**config.mk**
```make
export PLATFORM = sky130hd
export DESIGN_NAME = dimmer_menu_controller_flat
export DESIGN_NICKNAME = d
export VERILOG_FILES = /design/src/rtl/dmc_pkg.sv /design/src/rtl/dmc_tick_if.sv /design/src/rtl/dmc_result_if.sv /design/src/rtl/dmc_menu_core.sv /design/src/rtl/dmc_drive_map.sv /design/src/rtl/dimmer_menu_controller.sv /design/src/flat_wrapper.sv
export VERILOG_INCLUDE_DIRS = /design/src /design/src/rtl
export SDC_FILE = /design/constraint.sdc
export NUM_CORES = 1
export LEC_CHECK = 0
export BUFFER_PORTS_ARGS = -buffer_cell sky130_fd_sc_hd__buf_2
export CELL_PAD_IN_SITES_DETAIL_PLACEMENT = 0
export CELL_PAD_IN_SITES_GLOBAL_PLACEMENT = 1
export CORE_MARGIN = 2
export CORE_UTILIZATION = 42
export CTS_CLUSTER_DIAMETER = 150
export DETAILED_ROUTE_END_ITERATION = 7
export PLACE_DENSITY = 0.8
export SLEW_MARGIN = 20
export SYNTH_ARGS = -nofsm -noshare
export SYNTH_HDL_FRONTEND = slang
export SYNTH_HIERARCHICAL = 1
export SYNTH_SLANG_ARGS = --single-unit
```
**constraint.sdc**
```tcl
create_clock -name clk -period 4 [get_ports clk]
set_input_delay 0.8 -clock clk [delete_from_list [all_inputs] [get_ports clk]]
set_output_delay 0.8 -clock clk [all_outputs]
set_load 0.01 [all_outputs]
```
**src/rtl/assert_macros.svh**
```systemverilog
// Assertion macros used by the dimmer menu controller RTL.
`ifndef ASSERT_MACROS_SVH
`define ASSERT_MACROS_SVH

// Checks a condition at every clock edge outside reset.
`define ASSERT_ALWAYS(label, cond, msg) \
	label: assert property (@(posedge clk) disable iff (!arst_n) (cond)) else $error(msg);

// Checks that a trigger in one cycle is followed by a condition in the next.
`define ASSERT_NEXT(label, trig, cond, msg) \
	label: assert property (@(posedge clk) disable iff (!arst_n) (trig) |=> (cond)) \
		else $error(msg);

`endif

```
**src/rtl/dmc_pkg.sv**
```systemverilog
// Types and constants shared by the dimmer menu controller modules.
`timescale 1ns / 1ps

package dmc_pkg;

	localparam int IDLE_W   = 5;
	localparam int SAMPLE_W = 10;
	localparam int LEVEL_W  = 4;
	localparam int PRESET_W = 2;
	localparam int MARK_W   = 10;
	localparam int DSPACE_W = 10;
	localparam int PSPACE_W = 9;

	localparam logic [IDLE_W-1:0]   TIMEOUT_RESET = 5'd30;
	localparam logic [LEVEL_W-1:0]  LEVEL_MIN     = 4'd1;
	localparam logic [LEVEL_W-1:0]  LEVEL_MAX     = 4'd10;
	localparam logic [LEVEL_W-1:0]  LEVEL_RESET   = 4'd5;
	localparam logic [PRESET_W-1:0] PRESET_MIN    = 2'd1;
	localparam logic [PRESET_W-1:0] PRESET_MAX    = 2'd3;
	localparam logic [PRESET_W-1:0] PRESET_RESET  = 2'd1;
	localparam int                  AUTO_STEP     = 81;

	typedef enum logic [2:0] {
		MENU_OFF  = 3'd0,
		MENU_ON   = 3'd1,
		MENU_ADJ  = 3'd2,
		MENU_PRE  = 3'd3,
		MENU_AUTO = 3'd4
	} menu_state_t;

	typedef enum logic [1:0] {
		DRV_NONE = 2'd0,
		DRV_DIM  = 2'd1,
		DRV_PRE  = 2'd2,
		DRV_AUTO = 2'd3
	} drive_t;

	typedef enum logic [2:0] {
		EV_OFF  = 3'd0,
		EV_ON   = 3'd1,
		EV_ADJ  = 3'd2,
		EV_PRE  = 3'd3,
		EV_AUTO = 3'd4,
		EV_INC  = 3'd5,
		EV_DEC  = 3'd6,
		EV_TMO  = 3'd7
	} event_t;

	typedef struct packed {
		menu_state_t         menu;
		drive_t              drive;
		logic [LEVEL_W-1:0]  level;
		logic [PRESET_W-1:0] preset;
	} dmc_state_t;

	typedef struct packed {
		logic [MARK_W-1:0]   dim_mark;
		logic [DSPACE_W-1:0] dim_space;
		logic [MARK_W-1:0]   preset_mark;
		logic [PSPACE_W-1:0] preset_space;
	} dmc_leds_t;

endpackage

```
**src/rtl/dmc_tick_if.sv**
```systemverilog
// Tick input channel: button levels and light sample with valid/ready.
`timescale 1ns / 1ps

interface dmc_tick_if;
	import dmc_pkg::*;

	logic                valid;
	logic                ready;
	logic                on_off_pressed;
	logic                select_pressed;
	logic                inc_pressed;
	logic                dec_pressed;
	logic [SAMPLE_W-1:0] light_sample;

	modport source (
		output valid, on_off_pressed, select_pressed, inc_pressed, dec_pressed, light_sample,
		input  ready
	);

	modport sink (
		input  valid, on_off_pressed, select_pressed, inc_pressed, dec_pressed, light_sample,
		output ready
	);

endinterface

```
**src/rtl/dmc_result_if.sv**
```systemverilog
// Result output channel: menu state, level, preset and LED timings with valid/ready.
`timescale 1ns / 1ps

interface dmc_result_if;
	import dmc_pkg::*;

	logic                valid;
	logic                ready;
	logic [2:0]          menu_state;
	logic [LEVEL_W-1:0]  level;
	logic [PRESET_W-1:0] preset_sel;
	logic [MARK_W-1:0]   dim_mark;
	logic [DSPACE_W-1:0] dim_space;
	logic [MARK_W-1:0]   preset_mark;
	logic [PSPACE_W-1:0] preset_space;

	modport source (
		output valid, menu_state, level, preset_sel, dim_mark, dim_space, preset_mark,
			preset_space,
		input  ready
	);

	modport sink (
		input  valid, menu_state, level, preset_sel, dim_mark, dim_space, preset_mark,
			preset_space,
		output ready
	);

endinterface

```
**src/rtl/dmc_menu_core.sv**
```systemverilog
// Menu state registers, button event decode and next-state logic.
`timescale 1ns / 1ps
`include "assert_macros.svh"

module dmc_menu_core
	import dmc_pkg::*;
(
	input  logic                clk,
	input  logic                arst_n,
	input  logic                cfg_we,
	input  logic [IDLE_W-1:0]   cfg_wdata,
	input  logic                step,
	input  logic                on_off_pressed,
	input  logic                select_pressed,
	input  logic                inc_pressed,
	input  logic                dec_pressed,
	input  logic [SAMPLE_W-1:0] light_sample,
	output dmc_state_t          state_next
);

	logic [IDLE_W-1:0] timeout_q;
	logic [IDLE_W-1:0] idle_q;
	dmc_state_t        state_q;

	logic [IDLE_W-1:0] idle_inc;
	logic [IDLE_W-1:0] idle_next;
	logic              any_pressed;
	event_t            ev;
	dmc_state_t        st_btn;
	dmc_state_t        st_tmo;
	logic [IDLE_W-1:0] idle_btn;

	// The level is the number of whole steps in the sample, held to 1..10.
	function automatic logic [LEVEL_W-1:0] auto_level(input logic [SAMPLE_W-1:0] sample);
		logic [LEVEL_W-1:0] lvl;
		lvl = LEVEL_MIN;
		for (int k = 2; k <= int'(LEVEL_MAX); k++) begin
			if (sample >= SAMPLE_W'(AUTO_STEP * k)) begin
				lvl = LEVEL_W'(k);
			end
		end
		return lvl;
	endfunction

	function automatic dmc_state_t run_menu(
		input dmc_state_t          cur,
		input event_t              e,
		input logic                inc,
		input logic                dec,
		input logic [SAMPLE_W-1:0] sample
	);
		dmc_state_t  nxt;
		menu_state_t nx;
		nxt = cur;
		nx  = cur.menu;
		unique case (cur.menu)
			MENU_OFF: begin
				if (e == EV_ON) nx = MENU_ON;
			end
			MENU_ON: begin
				if (e == EV_ADJ) nx = MENU_ADJ;
				else if (e == EV_OFF) nx = MENU_OFF;
			end
			MENU_ADJ: begin
				if (e == EV_PRE) nx = MENU_PRE;
				else if (e == EV_OFF) nx = MENU_OFF;
				else if (e == EV_TMO) nx = MENU_ON;
			end
			MENU_PRE: begin
				if (e == EV_AUTO) nx = MENU_AUTO;
				else if (e == EV_OFF) nx = MENU_OFF;
				else if (e == EV_TMO) nx = MENU_ON;
			end
			MENU_AUTO: begin
				if (e == EV_ADJ) nx = MENU_ADJ;
				else if (e == EV_OFF) nx = MENU_OFF;
				else if (e == EV_TMO) nx = MENU_ON;
			end
			default: begin
				nx = cur.menu;
			end
		endcase
		// Returning to on keeps the drive mode, so the LEDs stay lit after a timeout.
		if (nx != cur.menu) begin
			unique case (nx)
				MENU_OFF:  nxt.drive = DRV_NONE;
				MENU_ADJ:  nxt.drive = DRV_DIM;
				MENU_PRE:  nxt.drive = DRV_PRE;
				MENU_AUTO: nxt.drive = DRV_AUTO;
				default:   nxt.drive = cur.drive;
			endcase
		end
		nxt.menu = nx;
		unique case (nx)
			MENU_ADJ: begin
				if (inc) nxt.level = (nxt.level >= LEVEL_MAX) ? LEVEL_MAX : nxt.level + 4'd1;
				if (dec) nxt.level = (nxt.level <= LEVEL_MIN) ? LEVEL_MIN : nxt.level - 4'd1;
			end
			MENU_PRE: begin
				if (inc) nxt.preset = (nxt.preset >= PRESET_MAX) ? PRESET_MAX : nxt.preset + 2'd1;
				if (dec) nxt.preset = (nxt.preset <= PRESET_MIN) ? PRESET_MIN : nxt.preset - 2'd1;
			end
			MENU_AUTO: begin
				nxt.level = auto_level(sample);
			end
			default: begin
				nxt.level = cur.level;
			end
		endcase
		return nxt;
	endfunction

	assign idle_inc    = idle_q + 5'd1;
	assign any_pressed = on_off_pressed | select_pressed | inc_pressed | dec_pressed;

	// A pending timeout outranks every button.
	always_comb begin
		priority if (idle_inc >= timeout_q) begin
			ev = EV_TMO;
		end else if (on_off_pressed) begin
			ev = (state_q.menu != MENU_OFF) ? EV_OFF : EV_ON;
		end else if (select_pressed) begin
			priority if (state_q.menu == MENU_ON) ev = EV_ADJ;
			else if (state_q.menu == MENU_ADJ) ev = EV_PRE;
			else if (state_q.menu == MENU_PRE) ev = EV_AUTO;
			else ev = EV_ADJ;
		end else if (inc_pressed) begin
			ev = EV_INC;
		end else begin
			ev = EV_DEC;
		end
	end

	always_comb begin
		if (any_pressed) begin
			st_btn   = run_menu(state_q, ev, inc_pressed, dec_pressed, light_sample);
			idle_btn = '0;
		end else begin
			st_btn   = state_q;
			idle_btn = idle_inc;
		end

		if (idle_btn >= timeout_q && st_btn.menu != MENU_ON && st_btn.menu != MENU_OFF) begin
			st_tmo    = run_menu(st_btn, EV_TMO, inc_pressed, dec_pressed, light_sample);
			idle_next = '0;
		end else begin
			st_tmo    = st_btn;
			idle_next = idle_btn;
		end

		state_next = st_tmo;
		if (st_tmo.drive == DRV_AUTO && st_tmo.menu != MENU_OFF) begin
			state_next.level = auto_level(light_sample);
		end
	end

	always_ff @(posedge clk or negedge arst_n) begin
		if (!arst_n) begin
			timeout_q <= TIMEOUT_RESET;
			idle_q    <= '0;
			state_q   <= '{menu: MENU_OFF, drive: DRV_NONE, level: LEVEL_RESET,
				preset: PRESET_RESET};
		end else begin
			if (cfg_we) begin
				timeout_q <= cfg_wdata;
			end
			if (step) begin
				idle_q  <= idle_next;
				state_q <= state_next;
			end
		end
	end

	`ASSERT_ALWAYS(a_off_undriven, state_q.menu != MENU_OFF || state_q.drive == DRV_NONE, "menu off with an LED driven")
	`ASSERT_ALWAYS(a_auto_drive_menu, state_q.drive != DRV_AUTO || state_q.menu == MENU_ON || state_q.menu == MENU_AUTO, "auto drive outside on or auto menu")
	`ASSERT_ALWAYS(a_level_range, state_q.level >= LEVEL_MIN && state_q.level <= LEVEL_MAX, "level out of range")
	`ASSERT_NEXT(a_hold_without_step, !step, $stable(state_q) && $stable(idle_q), "state moved without a transaction")

endmodule

```
**src/rtl/dmc_drive_map.sv**
```systemverilog
// Maps menu state, level and preset to the mark and space widths of both LEDs.
`timescale 1ns / 1ps

module dmc_drive_map
	import dmc_pkg::*;
(
	input  dmc_state_t st,
	output dmc_leds_t  leds
);

	logic dim_on;
	logic pre_on;

	function automatic logic [MARK_W-1:0] dim_mark_of(input logic [LEVEL_W-1:0] lvl);
		logic [MARK_W-1:0] v;
		unique case (lvl)
			4'd2:    v = 10'd20;
			4'd3:    v = 10'd30;
			4'd4:    v = 10'd40;
			4'd5:    v = 10'd50;
			4'd6:    v = 10'd60;
			4'd7:    v = 10'd70;
			4'd8:    v = 10'd80;
			4'd9:    v = 10'd100;
			4'd10:   v = 10'd1000;
			default: v = '0;
		endcase
		return v;
	endfunction

	function automatic logic [DSPACE_W-1:0] dim_space_of(input logic [LEVEL_W-1:0] lvl);
		logic [DSPACE_W-1:0] v;
		unique case (lvl)
			4'd2:    v = 10'd600;
			4'd3:    v = 10'd500;
			4'd4:    v = 10'd400;
			4'd5:    v = 10'd400;
			4'd6:    v = 10'd350;
			4'd7:    v = 10'd250;
			4'd8:    v = 10'd200;
			4'd9:    v = 10'd50;
			4'd10:   v = 10'd1;
			default: v = '0;
		endcase
		return v;
	endfunction

	function automatic logic [MARK_W-1:0] pre_mark_of(input logic [PRESET_W-1:0] p);
		logic [MARK_W-1:0] v;
		unique case (p)
			2'd1:    v = 10'd10;
			2'd2:    v = 10'd50;
			2'd3:    v = 10'd1000;
			default: v = '0;
		endcase
		return v;
	endfunction

	function automatic logic [PSPACE_W-1:0] pre_space_of(input logic [PRESET_W-1:0] p);
		logic [PSPACE_W-1:0] v;
		unique case (p)
			2'd1:    v = 9'd400;
			2'd2:    v = 9'd100;
			2'd3:    v = 9'd1;
			default: v = '0;
		endcase
		return v;
	endfunction

	// The auto drive shares the dimmed LED with brightness adjust.
	assign dim_on = (st.drive == DRV_DIM || st.drive == DRV_AUTO) && st.menu != MENU_OFF
		&& st.level <= LEVEL_MAX;
	assign pre_on = st.drive == DRV_PRE && st.menu != MENU_OFF && st.preset <= PRESET_MAX;

	always_comb begin
		leds.dim_mark     = dim_on ? dim_mark_of(st.level) : '0;
		leds.dim_space    = dim_on ? dim_space_of(st.level) : '0;
		leds.preset_mark  = pre_on ? pre_mark_of(st.preset) : '0;
		leds.preset_space = pre_on ? pre_space_of(st.preset) : '0;
	end

endmodule

```
**src/rtl/dimmer_menu_controller.sv**
```systemverilog
// Top level of the lamp dimmer menu controller.
// The menu update is one pass between the input and result registers.
// Throughput: one tick per cycle while result_out.ready is high.
// Reset (arst_n low, asynchronous): menu off, LEDs undriven, level 5, preset 1, timeout 30.
`timescale 1ns / 1ps

module dimmer_menu_controller
	import dmc_pkg::*;
(
	input  logic              clk,
	input  logic              arst_n,
	input  logic              cfg_we,
	input  logic [IDLE_W-1:0] cfg_wdata,
	dmc_tick_if.sink          tick_in,
	dmc_result_if.source      result_out
);

	logic                valid_s1;
	logic                on_off_s1;
	logic                select_s1;
	logic                inc_s1;
	logic                dec_s1;
	logic [SAMPLE_W-1:0] sample_s1;

	logic                valid_s2;
	dmc_state_t          state_s2;
	dmc_leds_t           leds_s2;

	logic                load_s2;
	logic                accept_in;
	dmc_state_t          state_next;
	dmc_leds_t           leds_next;

	// The menu state advances only when a tick moves into the result register.
	assign load_s2       = valid_s1 && (!valid_s2 || result_out.ready);
	assign tick_in.ready = !valid_s1 || load_s2;
	assign accept_in     = tick_in.valid && tick_in.ready;

	dmc_menu_core u_core (
		.clk            (clk),
		.arst_n         (arst_n),
		.cfg_we         (cfg_we),
		.cfg_wdata      (cfg_wdata),
		.step           (load_s2),
		.on_off_pressed (on_off_s1),
		.select_pressed (select_s1),
		.inc_pressed    (inc_s1),
		.dec_pressed    (dec_s1),
		.light_sample   (sample_s1),
		.state_next     (state_next)
	);

	dmc_drive_map u_map (
		.st   (state_next),
		.leds (leds_next)
	);

	always_ff @(posedge clk or negedge arst_n) begin
		if (!arst_n) begin
			valid_s1 <= 1'b0;
			valid_s2 <= 1'b0;
		end else begin
			if (accept_in) begin
				valid_s1 <= 1'b1;
			end else if (load_s2) begin
				valid_s1 <= 1'b0;
			end
			if (load_s2) begin
				valid_s2 <= 1'b1;
			end else if (result_out.ready) begin
				valid_s2 <= 1'b0;
			end
		end
	end

	always_ff @(posedge clk) begin
		if (accept_in) begin
			on_off_s1 <= tick_in.on_off_pressed;
			select_s1 <= tick_in.select_pressed;
			inc_s1    <= tick_in.inc_pressed;
			dec_s1    <= tick_in.dec_pressed;
			sample_s1 <= tick_in.light_sample;
		end
		if (load_s2) begin
			state_s2 <= state_next;
			leds_s2  <= leds_next;
		end
	end

	assign result_out.valid        = valid_s2;
	assign result_out.menu_state   = state_s2.menu;
	assign result_out.level        = state_s2.level;
	assign result_out.preset_sel   = state_s2.preset;
	assign result_out.dim_mark     = leds_s2.dim_mark;
	assign result_out.dim_space    = leds_s2.dim_space;
	assign result_out.preset_mark  = leds_s2.preset_mark;
	assign result_out.preset_space = leds_s2.preset_space;

endmodule
```
**src/flat_wrapper.sv**
```systemverilog
// flat-port wrapper written by rule: the top's interface ports become plain ports
module dimmer_menu_controller_flat import dmc_pkg::*;
  (clk, arst_n, cfg_we, cfg_wdata, tick_in_valid, tick_in_on_off_pressed, tick_in_select_pressed, tick_in_inc_pressed, tick_in_dec_pressed, tick_in_light_sample, tick_in_ready, result_out_valid, result_out_menu_state, result_out_level, result_out_preset_sel, result_out_dim_mark, result_out_dim_space, result_out_preset_mark, result_out_preset_space, result_out_ready);
  dmc_tick_if tick_in_i ();
  dmc_result_if result_out_i ();
  input  logic clk;
  input  logic arst_n;
  input  logic cfg_we;
  input  logic [IDLE_W-1:0] cfg_wdata;
  input wire logic [$bits(tick_in_i.valid)-1:0] tick_in_valid;
  input wire logic [$bits(tick_in_i.on_off_pressed)-1:0] tick_in_on_off_pressed;
  input wire logic [$bits(tick_in_i.select_pressed)-1:0] tick_in_select_pressed;
  input wire logic [$bits(tick_in_i.inc_pressed)-1:0] tick_in_inc_pressed;
  input wire logic [$bits(tick_in_i.dec_pressed)-1:0] tick_in_dec_pressed;
  input wire logic [$bits(tick_in_i.light_sample)-1:0] tick_in_light_sample;
  output wire logic [$bits(tick_in_i.ready)-1:0] tick_in_ready;
  output wire logic [$bits(result_out_i.valid)-1:0] result_out_valid;
  output wire logic [$bits(result_out_i.menu_state)-1:0] result_out_menu_state;
  output wire logic [$bits(result_out_i.level)-1:0] result_out_level;
  output wire logic [$bits(result_out_i.preset_sel)-1:0] result_out_preset_sel;
  output wire logic [$bits(result_out_i.dim_mark)-1:0] result_out_dim_mark;
  output wire logic [$bits(result_out_i.dim_space)-1:0] result_out_dim_space;
  output wire logic [$bits(result_out_i.preset_mark)-1:0] result_out_preset_mark;
  output wire logic [$bits(result_out_i.preset_space)-1:0] result_out_preset_space;
  input wire logic [$bits(result_out_i.ready)-1:0] result_out_ready;
  assign tick_in_i.valid = tick_in_valid;
  assign tick_in_i.on_off_pressed = tick_in_on_off_pressed;
  assign tick_in_i.select_pressed = tick_in_select_pressed;
  assign tick_in_i.inc_pressed = tick_in_inc_pressed;
  assign tick_in_i.dec_pressed = tick_in_dec_pressed;
  assign tick_in_i.light_sample = tick_in_light_sample;
  assign tick_in_ready = tick_in_i.ready;
  assign result_out_valid = result_out_i.valid;
  assign result_out_menu_state = result_out_i.menu_state;
  assign result_out_level = result_out_i.level;
  assign result_out_preset_sel = result_out_i.preset_sel;
  assign result_out_dim_mark = result_out_i.dim_mark;
  assign result_out_dim_space = result_out_i.dim_space;
  assign result_out_preset_mark = result_out_i.preset_mark;
  assign result_out_preset_space = result_out_i.preset_space;
  assign result_out_i.ready = result_out_ready;
  dimmer_menu_controller u_core (.clk(clk), .arst_n(arst_n), .cfg_we(cfg_we), .cfg_wdata(cfg_wdata), .tick_in(tick_in_i), .result_out(result_out_i));
endmodule
```
# Word-level counts from Yosys, hierarchy flattened
# Memories as Yosys holds them, arrays and structs flattened. A register that Yosys moved wholly into a read port is not among the register bits.
# Index checks and enable logic that the tools add are counted.
[totals] ff_bits=75 rom_bits=304 inputBits=24 out_inout_bits=50 elab_cells=179 n_memories=2
[op_classes] n_addsub=9 order_cmp=21 eq_ne=27 n_mux=72 bitwise_logic=3 reduce_logical=26
[mem_list] memory="(name not given)" depth=16 word_bits=10 read_ports=1 rd_clocked_by_memory_dff=1 write_ports=0 line_no="dmc_drive_map.sv:33" text="unique case (lvl)"
[mem_list] memory="(name not given)" depth=16 word_bits=9 read_ports=1 rd_clocked_by_memory_dff=1 write_ports=0 line_no="dmc_drive_map.sv:16" text="unique case (lvl)"
[op_table] cell="two-way mux 4 bit" n=21
[op_table] cell="two-way mux 3 bit" n=17
[op_table] cell=">= comparator 10 bit (second input constant)" n=4
[op_table] cell="two-way mux 2 bit" n=18
[op_table] cell="== test 3 x 2 -> 1 bit (second input constant)" n=10
[op_table] cell=">= comparator 10 x 9 -> 1 bit (second input constant)" n=3
[op_table] cell="case mux 10 bit (3 select lines)" n=1
[op_table] cell="case mux 9 bit (3 select lines)" n=1
[op_table] cell="two-way mux 11 bit" n=2
[op_table] cell=">= comparator 10 x 8 -> 1 bit (second input constant)" n=2
[op_table] cell="== test 3 bit (second input constant)" n=6
[op_table] cell="case mux 2 bit (4 select lines)" n=2
[op_table] cell="case mux 4 bit (2 select lines)" n=2
[op_table] cell="case mux 3 bit (5 select lines)" n=1
[op_table] cell="logical NOT 3 bit" n=4
[op_table] cell=">= comparator 5 bit" n=2
[op_table] cell="two-way mux 5 bit" n=2
[op_table] cell="logical AND 1 bit" n=9
[op_table] cell="nonzero test 3 bit" n=3
[op_table] cell="adder 4 x 1 -> 4 bit (second input constant)" n=2
[op_table] cell="== test 2 bit (second input constant)" n=4
[op_table] cell=">= comparator 4 bit (second input constant)" n=2
[op_table] cell="<= comparator 4 x 1 -> 1 bit (second input constant)" n=2
[op_table] cell="subtractor 4 x 1 -> 4 bit (second input constant)" n=2
[op_table] cell="17 further kinds" n=36

# Depth between registers and ports, before layout
# Gate-level depths: netlist of run 1.
[depth] depth_word=39 depth_mapped=19 depth_no_buf=18

# By module
# The synthesis of run 1 kept the hierarchy.
[modules_own_cells] module="dmc_menu_core" instances=1 cells_per_inst=291 area_per_inst_um2=2429.8 seq_area_each_um2=534.3
[modules_own_cells] module="dimmer_menu_controller" instances=1 cells_per_inst=70 area_per_inst_um2=1965.6 seq_area_each_um2=1911.8
[modules_own_cells] module="dmc_drive_map" instances=1 cells_per_inst=94 area_per_inst_um2=742.0 seq_area_each_um2=0.0

# Worst setup path before layout of run 1
# OpenSTA, ideal clock, no wires.
[synth_timing] path_type="register to register" startpoint="register u_core.u_core.idle_q[0]" endpoint="register u_core/result_out.dim_mark[4] (netlist name)" setup_ps=266 arrival_time_ps=3902 required_time_ps=3734 setup_slack_ps=-168 stages_incl_launch_ff=20 n_path_buf=1 synth_period_minus_slack_ps=4168 cell_sequence="dfrtp_1 > ha_1 > nand3_1 > xor2_1 > inv_1 > ha_1 > a21o_1 > a21oi_1 > o22ai_1 > a31oi_1 > a211oi_2 > o32ai_4 > a21oi_1 > a31oi_1 > inv_1 > ha_1 > nor2b_1 > o21a_1 > buf_6 > nor3_2"
[synth_rtl] item="start, declared" line_no="dmc_menu_core.sv:22" text="logic [IDLE_W-1:0] idle_q;"
[synth_rtl] item="start signal, assigned" line_no="dmc_menu_core.sv:168" text="idle_q <= idle_next;"

==> metrics.txt, run 1 <==
status=completed; clock skew=4.52 ps; core area=12000 um^2; GRT Overall Usage=16.9%; synthesized flop and latch total=85; layout cells sized above 1=37.7%; R2R Path End=u_core/result_out.dim_mark[3]$_DFFE_PP_; Synth warnings=6; met2 GRT Util=27.1%; Primary FF master, synth=edfxtp_1; vias per cell=5.43; mapped cell area=5140 um^2; crit path buf inv count=2; worst-path fanout max=7; via count=3771; Worst-path clk slew=60 ps; chip width=115 um; Die Area=13100 um^2; CP endpoint kind=flip-flop; Skew-Pair Late Insertion Delay=340 ps; Max VDD drop=0.271 mV; Detailed Route Iter0 Violations=249; register area share after synthesis=47.6%; R2R Setup Slk=120 ps; routability cong.=0.926; Synth area leader=edfxtp_1; number of remaining DRC errors=0; met1 Usage GRT=22.4%; Congestion Overflow GR=0; Fin Setup TNS=0 ps; cts bufs inserted=9; number of global-route vias before repair=3611; Synth cell types=83; Hold Path Class=in -> async; Mapped Cells=455; fillers=1058; Synth area leaders=edfxtp_1 (36%), dfrtp_1 (7.8%), ha_1 (6.1%); H-tree levels=3; # IOs=74; Slowest cell on crit path=dfstp_2; Detailed Routing Iterations Pass 1=4; Crit path arrival time=3980 ps; final core occ=52.3%; EDFF count, synth=62; area fraction of the dominant cell type after synthesis=36.2%; Largest delay share family, worst path=compound AO/OA/AOI/OAI gates; Root Buffer=clkbuf_16; Routed WL per cell=15.5 um; # setup viols final=0; Max Cap Viol=0; cell area power density=676 nW/um^2; drt total wl=10.7 mm; CP Launch Type=flip-flop; ANT nets after route=0; cell with the most instances after synthesis=edfxtp_1; Final HPWL DP=7.74 mm; Commonest cells post-synth=edfxtp_1 (62), a21oi_1 (31), ha_1 (25), nor2_1 (25), inv_1 (24); Worst Path Required=4100 ps; Hold Buf Count CTS=0; CTS max path bufs=2; design area=6260 um^2; number of diodes=0; CP max stage delay=590 ps; measured slew at the worst slew-check pin=556 ps; Die Y=115 um; Final Hold Viols=0; FF-to-FF path depth=15; first-pass GRT wire length=17.5 mm; Area Overhead vs Synth=21.8%; Reg-to-Reg Start=u_core/u_core/state_q[2]$_DFFE_PN1P_; CTS tree=built; clk sinks=85; crit path cell chain=inv_1 -> ha_1 -> or3_1 -> a31o_2 -> ha_1 -> o21bai_1 -> o211ai_1 -> o2111a_1 -> a21oi_1 -> a31oi_4 -> buf_4 -> ha_1 -> mux2i_1 -> o22a_1 -> nor3_2; most used routing layer=met2; worst setup path category=reg -> reg; Area after DPL=5700 um^2; post-place setup slack=-9.61 ps; # rows=40; Max Fclk=0.258 GHz; I/O Buffers=73; met3 usage=3.34%; FF+latch area=2450 um^2; Final Critical Period=3880 ps; fraction of registers with async set/reset=27.1%; CP most frequent cell=ha_1; count of pins over their slew limit=0; Total Nets Final=591; area of the multi-input gates=2530 um^2; initial antenna violation count=0; Mean Syn Cell Area=11.3 um^2; final worst setup slack=122 ps; leakage power=2.55 nW; period utilisation layout=97.0%; largest net degree at the start of global routing=31; starting density of the core=42.9%; relative slew slack=62.7%; worst hold slack=439 ps
## placed cells by master (no fill, tap or decap), types with 3 or more instances in the layout
cell type and n:
nand2b_1 11, nand2_1 23, o21a_1 7, nor3_1 9, or3_1 4, edfxtp_1 62, inv_1 24, a22oi_1 5
ha_2 3, clkbuf_16 9, ha_1 19, dfrtp_1 16, a2bb2oi_1 3, a21oi_1 29, o211ai_1 3, a31oi_1 4
o2bb2ai_1 4, nand3b_1 4, o21ai_0 14, ha_4 3, buf_4 35, conb_1 5, nor2_1 23, xnor2_1 3
and2_1 5, a21o_1 4, a211oi_1 4, nor2b_1 6, mux2i_1 5, a31o_2 3, buf_2 73, o21ai_1 4
mux2_2 12, dfstp_2 7, o21bai_1 3, nor3b_2 3, nor3_2 10
## per-layer routing
metal,vias to the layer above,share of wire [%]
met4,0,2.2
met1,1780,45
met3,17,5.0
met5,-,0
li1,1864,-
met2,110,48
## final cells by class
cell class,instances,share of cell area (%)
multi-input cells,311,40.4
flip-flops and latches,85,39.1
repair buffers,111,10.7
clock buffers,11,4.04
well taps,147,2.94
inverters,24,1.44
clock inverters,5,1.32
## through the flow
step	total power, mW	std cells
6_report	4.23	694
5_1_grt	4.51	694
4_1_cts	4.10	687
3_5_place_dp	3.16	670
3_3_place_gp	3.11	670
2_1_floorplan	2.64	459
## state kept, by name, indices dropped and copies added (netlist names), 2 cells and up
name and count:
u_core/result_out.preset_sel 2, u_core/result_out.menu_state 3, u_core/result_out.preset_space 9, u_core/result_out.dim_mark 10
u_core/result_out.level 4, u_core/sample_s1 10, u_core/result_out.preset_mark 10, u_core/u_core/idle_q 5
u_core/result_out.dim_space 10, u_core/u_core/timeout_q 5, u_core/u_core/state_q 11
## how the worst max path moves through the flow
| stage | cells past startpoint | startpoint | endpoint |
|---|---|---|---|
| after floorplan | 19 | u_core/u_core/idle_q[0]$_DFFE_PN0P_ | u_core/result_out.dim_mark[4]$_DFFE_PP_ |
| after global placement | 17 | u_core/u_core/idle_q[0]$_DFFE_PN0P_ | u_core/result_out.dim_space[1]$_DFFE_PP_ |
| after detailed placement | 17 | u_core/u_core/idle_q[0]$_DFFE_PN0P_ | u_core/result_out.dim_mark[5]$_DFFE_PP_ |
| after CTS | 17 | u_core/u_core/idle_q[0]$_DFFE_PN0P_ | u_core/result_out.dim_mark[5]$_DFFE_PP_ |
| after global routing | 19 | u_core/u_core/idle_q[0]$_DFFE_PN0P_ | u_core/result_out.dim_mark[6]$_DFFE_PP_ |
| final | 15 | u_core/u_core/state_q[2]$_DFFE_PN1P_ | u_core/result_out.dim_mark[3]$_DFFE_PP_ |
## worst register-to-register path, cell delays in order, from the launching register on
cell	delay, ps
dfstp_2	590
inv_1	90
ha_1	210
or3_1	410
a31o_2	290
ha_1	220
o21bai_1	230
o211ai_1	120
o2111a_1	180
a21oi_1	320
a31oi_4	130
buf_4	180
ha_1	230
mux2i_1	170
o22a_1	210
nor3_2	50
## power by group
| part | internal (mW) | switching [mW] | total, mW |
|---|---|---|---|
| Combinational | 0.935 | 1.10 | 2.04 |
| Sequential | 1.16 | 0.122 | 1.28 |
| Clock | 0.581 | 0.329 | 0.910 |
## kinds of logic after synthesis
| logic type | Yosys count | synth area share (%) |
|---|---|---|
| compound gates | 132 | 20.0 |
| simple gates | 124 | 14.6 |
| xor+xnor | 6 | 1.02 |
| buf+inv | 63 | 6.60 |
| fa+ha+maj | 25 | 6.09 |
| other cells | 1 | 0.0730 |
| mux | 19 | 4.02 |
| flops | 85 | 47.6 |
## repair_timing
| action | 4_1_cts | 5_1_grt |
|---|---|---|
| cloned | 0 | 1 |
| buffers inserted | 1 | 6 |
| setup endpoints to repair | 10 | 35 |
| gates resized for setup | 3 | 27 |
| pin swaps | 1 | 5 |
(Power assumes the default switching activity.)
==> run 2, diff against run 1 <==
- clock period: 4 -> 3.5 ns (I/O delays scaled with it)
==> run 2 against run 1 <==
  * The run now ends with setup timing left
  * Clock power increased by 2.4%
  * Sequential power is 12% higher
  * Setup slack worse by 430 ps
  * Critical path depth is 2 higher
  * Cell count is 7.8% higher
  * Non-clock buffer count grew 53
  * Power grew 22%
  * Register-to-register slack worse by 430 ps
  * First-iteration DRC count is 30% lower
  * Die area did not move
  * Maximum frequency is 1.7% higher
==> metrics.txt, run 2 (synthesis results as in run 1) <==
Hold Path Class=in -> async (unchanged); routability cong.=0.907 (was 0.926); Worst Path Required=3600 ps (was 4100 ps); Detailed Routing Iterations Pass 1=5 (was 4); cell-internal power=3.24 mW (was 2.67 mW); starting density of the core=42.9% (unchanged); status=finished, violations left (was completed); number of remaining DRC errors=0 (unchanged); cts bufs inserted=9 (unchanged); worst-path fanout max=7 (unchanged); I/O Buffers=73 (unchanged); clk sinks=85 (unchanged); relative slew slack=48.9% (was 62.7%); unrepaired setup endpoints after global routing=true; Detailed Route Iter0 Violations=175 (was 249); switching part of the total power=37.2% (was 36.8%); # setup viols final=33 (was 0); Routed WL per cell=15.5 um (about the same); period utilisation layout=109% (was 97.0%); Max Cap Viol=0 (unchanged); drt total wl=11.6 mm (was 10.7 mm); CTS tree=built (unchanged); max FFs per register=11 (unchanged); via count=3979 (was 3771); Hold Buf Count CTS=0 (unchanged); # IOs=74 (unchanged); chip width=115 um (unchanged); sequential power share=27.6% (was 30.2%); measured slew at the worst slew-check pin=766 ps (was 556 ps); Congestion Overflow GR=0 (unchanged); Final HPWL DP=8.37 mm (was 7.74 mm); count of pins over their slew limit=0 (unchanged); most frequent cells in the layout=buf_4 (83), buf_2 (73), edfxtp_1 (62) (was buf_2 (73), edfxtp_1 (62), buf_4 (35)); CTS max path bufs=2 (unchanged); core area=12000 um^2 (unchanged); largest net degree at the start of global routing=63 (was 31); # rows=40 (unchanged); H-tree levels=3 (unchanged); Root Buffer=clkbuf_16 (unchanged); initial antenna violation count=0 (unchanged); failing checks=setup timing; total power=5.16 mW (was 4.23 mW); leakage power=2.82 nW (was 2.55 nW); CP endpoint kind=flip-flop (unchanged); FF+latch area=2450 um^2 (unchanged); first-pass GRT wire length=19.1 mm (was 17.5 mm); Final Hold Viols=0 (unchanged); Final Critical Period=3810 ps (was 3880 ps); number of diodes=0 (unchanged); Die Y=115 um (unchanged); Skew-Pair Late Insertion Delay=350 ps (was 340 ps); Max VDD drop=0.292 mV (was 0.271 mV); switching power=1.92 mW (was 1.55 mW); Area Overhead vs Synth=31.6% (was 21.8%); ANT nets after route=0 (unchanged); vias per cell=5.32 (was 5.43); Worst-path clk slew=60 ps (about the same); Logic pwr share=54.3% (was 48.2%); Max Fclk=0.262 GHz (was 0.258 GHz); Die Area=13100 um^2 (unchanged); Most flops, register=u_core/u_core/state_q (unchanged); clock skew=5.46 ps (was 4.52 ps); CP Launch Type=flip-flop (unchanged); Clk network pwr share=18.1% (was 21.5%); area of the multi-input gates=2650 um^2 (was 2530 um^2); Crit path arrival time=3910 ps (was 3980 ps); GRT Overall Usage=18.6% (was 16.9%); layout cells sized above 1=46.1% (was 37.7%); worst setup path category=reg -> reg (unchanged); post-place setup slack=-328 ps (was -9.61 ps); cell area power density=763 nW/um^2 (was 676 nW/um^2); commonest non-fill, non-tap cell in the layout=buf_4 (was buf_2); fillers=1017 (was 1058); Total Nets Final=645 (was 591); number of global-route vias before repair=4008 (was 3611); final worst setup slack=-313 ps (was 122 ps)
==> run 2: cell types whose count changed in the layout (fill, tap and decap cells not counted), moves of 3 or more <==
cell,change
a21oi_1,-3
buf_4,+48
buf_6,+5
ha_1,-3
inv_1,-3
inv_2,+3
o21ai_1,-4
o21ai_2,+3
==> run 2: area by class of cell <==
| type | count | area share, % |
|---|---|---|
| clock buffers | 10 | 3.39 |
| clock inverters | 6 | 0.944 |
| inverters | 24 | 1.33 |
| multi-input cells | 312 | 39.2 |
| flip-flops and latches | 85 | 36.2 |
| well taps | 147 | 2.72 |
| repair buffers | 164 | 16.2 |
==> run 2: final timing paths <==
path / startpoint / endpoint / slack (ps) / depth (start not counted)
max: u_core/u_core/idle_q[0]$_DFFE_PN0P_ / u_core/result_out.dim_mark[3]$_DFFE_PP_ / -310 / 17
min: arst_n / u_core/u_core/idle_q[0]$_DFFE_PN0P_ / 330 / 1
max reg2reg: u_core/u_core/idle_q[0]$_DFFE_PN0P_ / u_core/result_out.dim_mark[3]$_DFFE_PP_ / -310 / 17
min reg2reg: u_core/valid_s1$_DFFE_PN0P_ / u_core/result_out.valid$_DFFE_PN0P_ / 550 / 1
max in group asynchronous: arst_n / u_core/u_core/state_q[2]$_DFFE_PN1P_ / 2790 / 1
min in group clk: tick_in_light_sample[5] / u_core/sample_s1[5]$_DFFE_PP_ / 530 / 1
==> run 2: routing by layer <==
layer	up-vias	wire length [um]	track usage, %	share of wire (%)
met4	0	381	10.0	3.3
met5	-	0	0	0
met2	111	5830	31.6	50
li1	1968	-	-	-
met3	33	461	3.44	4.0
met1	1867	4950	22.2	43
==> run 2: critical path, cell delays in order (launching register included) <==
cell and delay [ps]:
dfrtp_1 410, buf_4 160, buf_4 130, ha_1 260, nand2b_4 150, buf_4 140
a31o_4 260, a2111oi_4 370, buf_4 190, a211oi_4 40, o32ai_4 380, buf_6 160
mux2i_1 170, buf_4 180, buf_6 110, mux2i_1 220, o22a_1 190, nor3_2 40
==> run 2: timing repair <==
| item | in CTS | in global routing |
|---|---|---|
| endpoints found under the hold margin | 0 | 0 |
| cloned | 1 | 0 |
| resized for setup | 21 | 22 |
| setup endpoints to repair | 36 | 40 |
| setup buffers | 15 | 7 |
| pin swaps | 12 | 10 |
==> run 2: per-stage QoR <==
stage / hold WS (ps) / cells / setup TNS, ps / instance area (um^2) / utilization (%)
3_3_place_gp: 514 / 709 / -3580 / 6090 / 51.0
4_1_cts: 340 / 741 / -2460 / 6620 / 55.3
5_1_grt: 369 / 748 / -9760 / 6760 / 56.5
6_report: 334 / 748 / -4700 / 6760 / 56.5
3_5_place_dp: 533 / 709 / -6740 / 6090 / 51.0
2_1_floorplan: 404 / 459 / -2240 / 5260 / -
==> run 2: power by group through the flow <==
stage / combinational [mW] / sequential (mW) / clock (mW)
2_1_floorplan: 1.58 / 1.48 / 0
3_3_place_gp: 2.41 / 1.44 / 0
3_5_place_dp: 2.46 / 1.45 / 0
4_1_cts: 2.67 / 1.43 / 0.961
5_1_grt: 3.05 / 1.44 / 1.01
6_report: 2.80 / 1.43 / 0.932
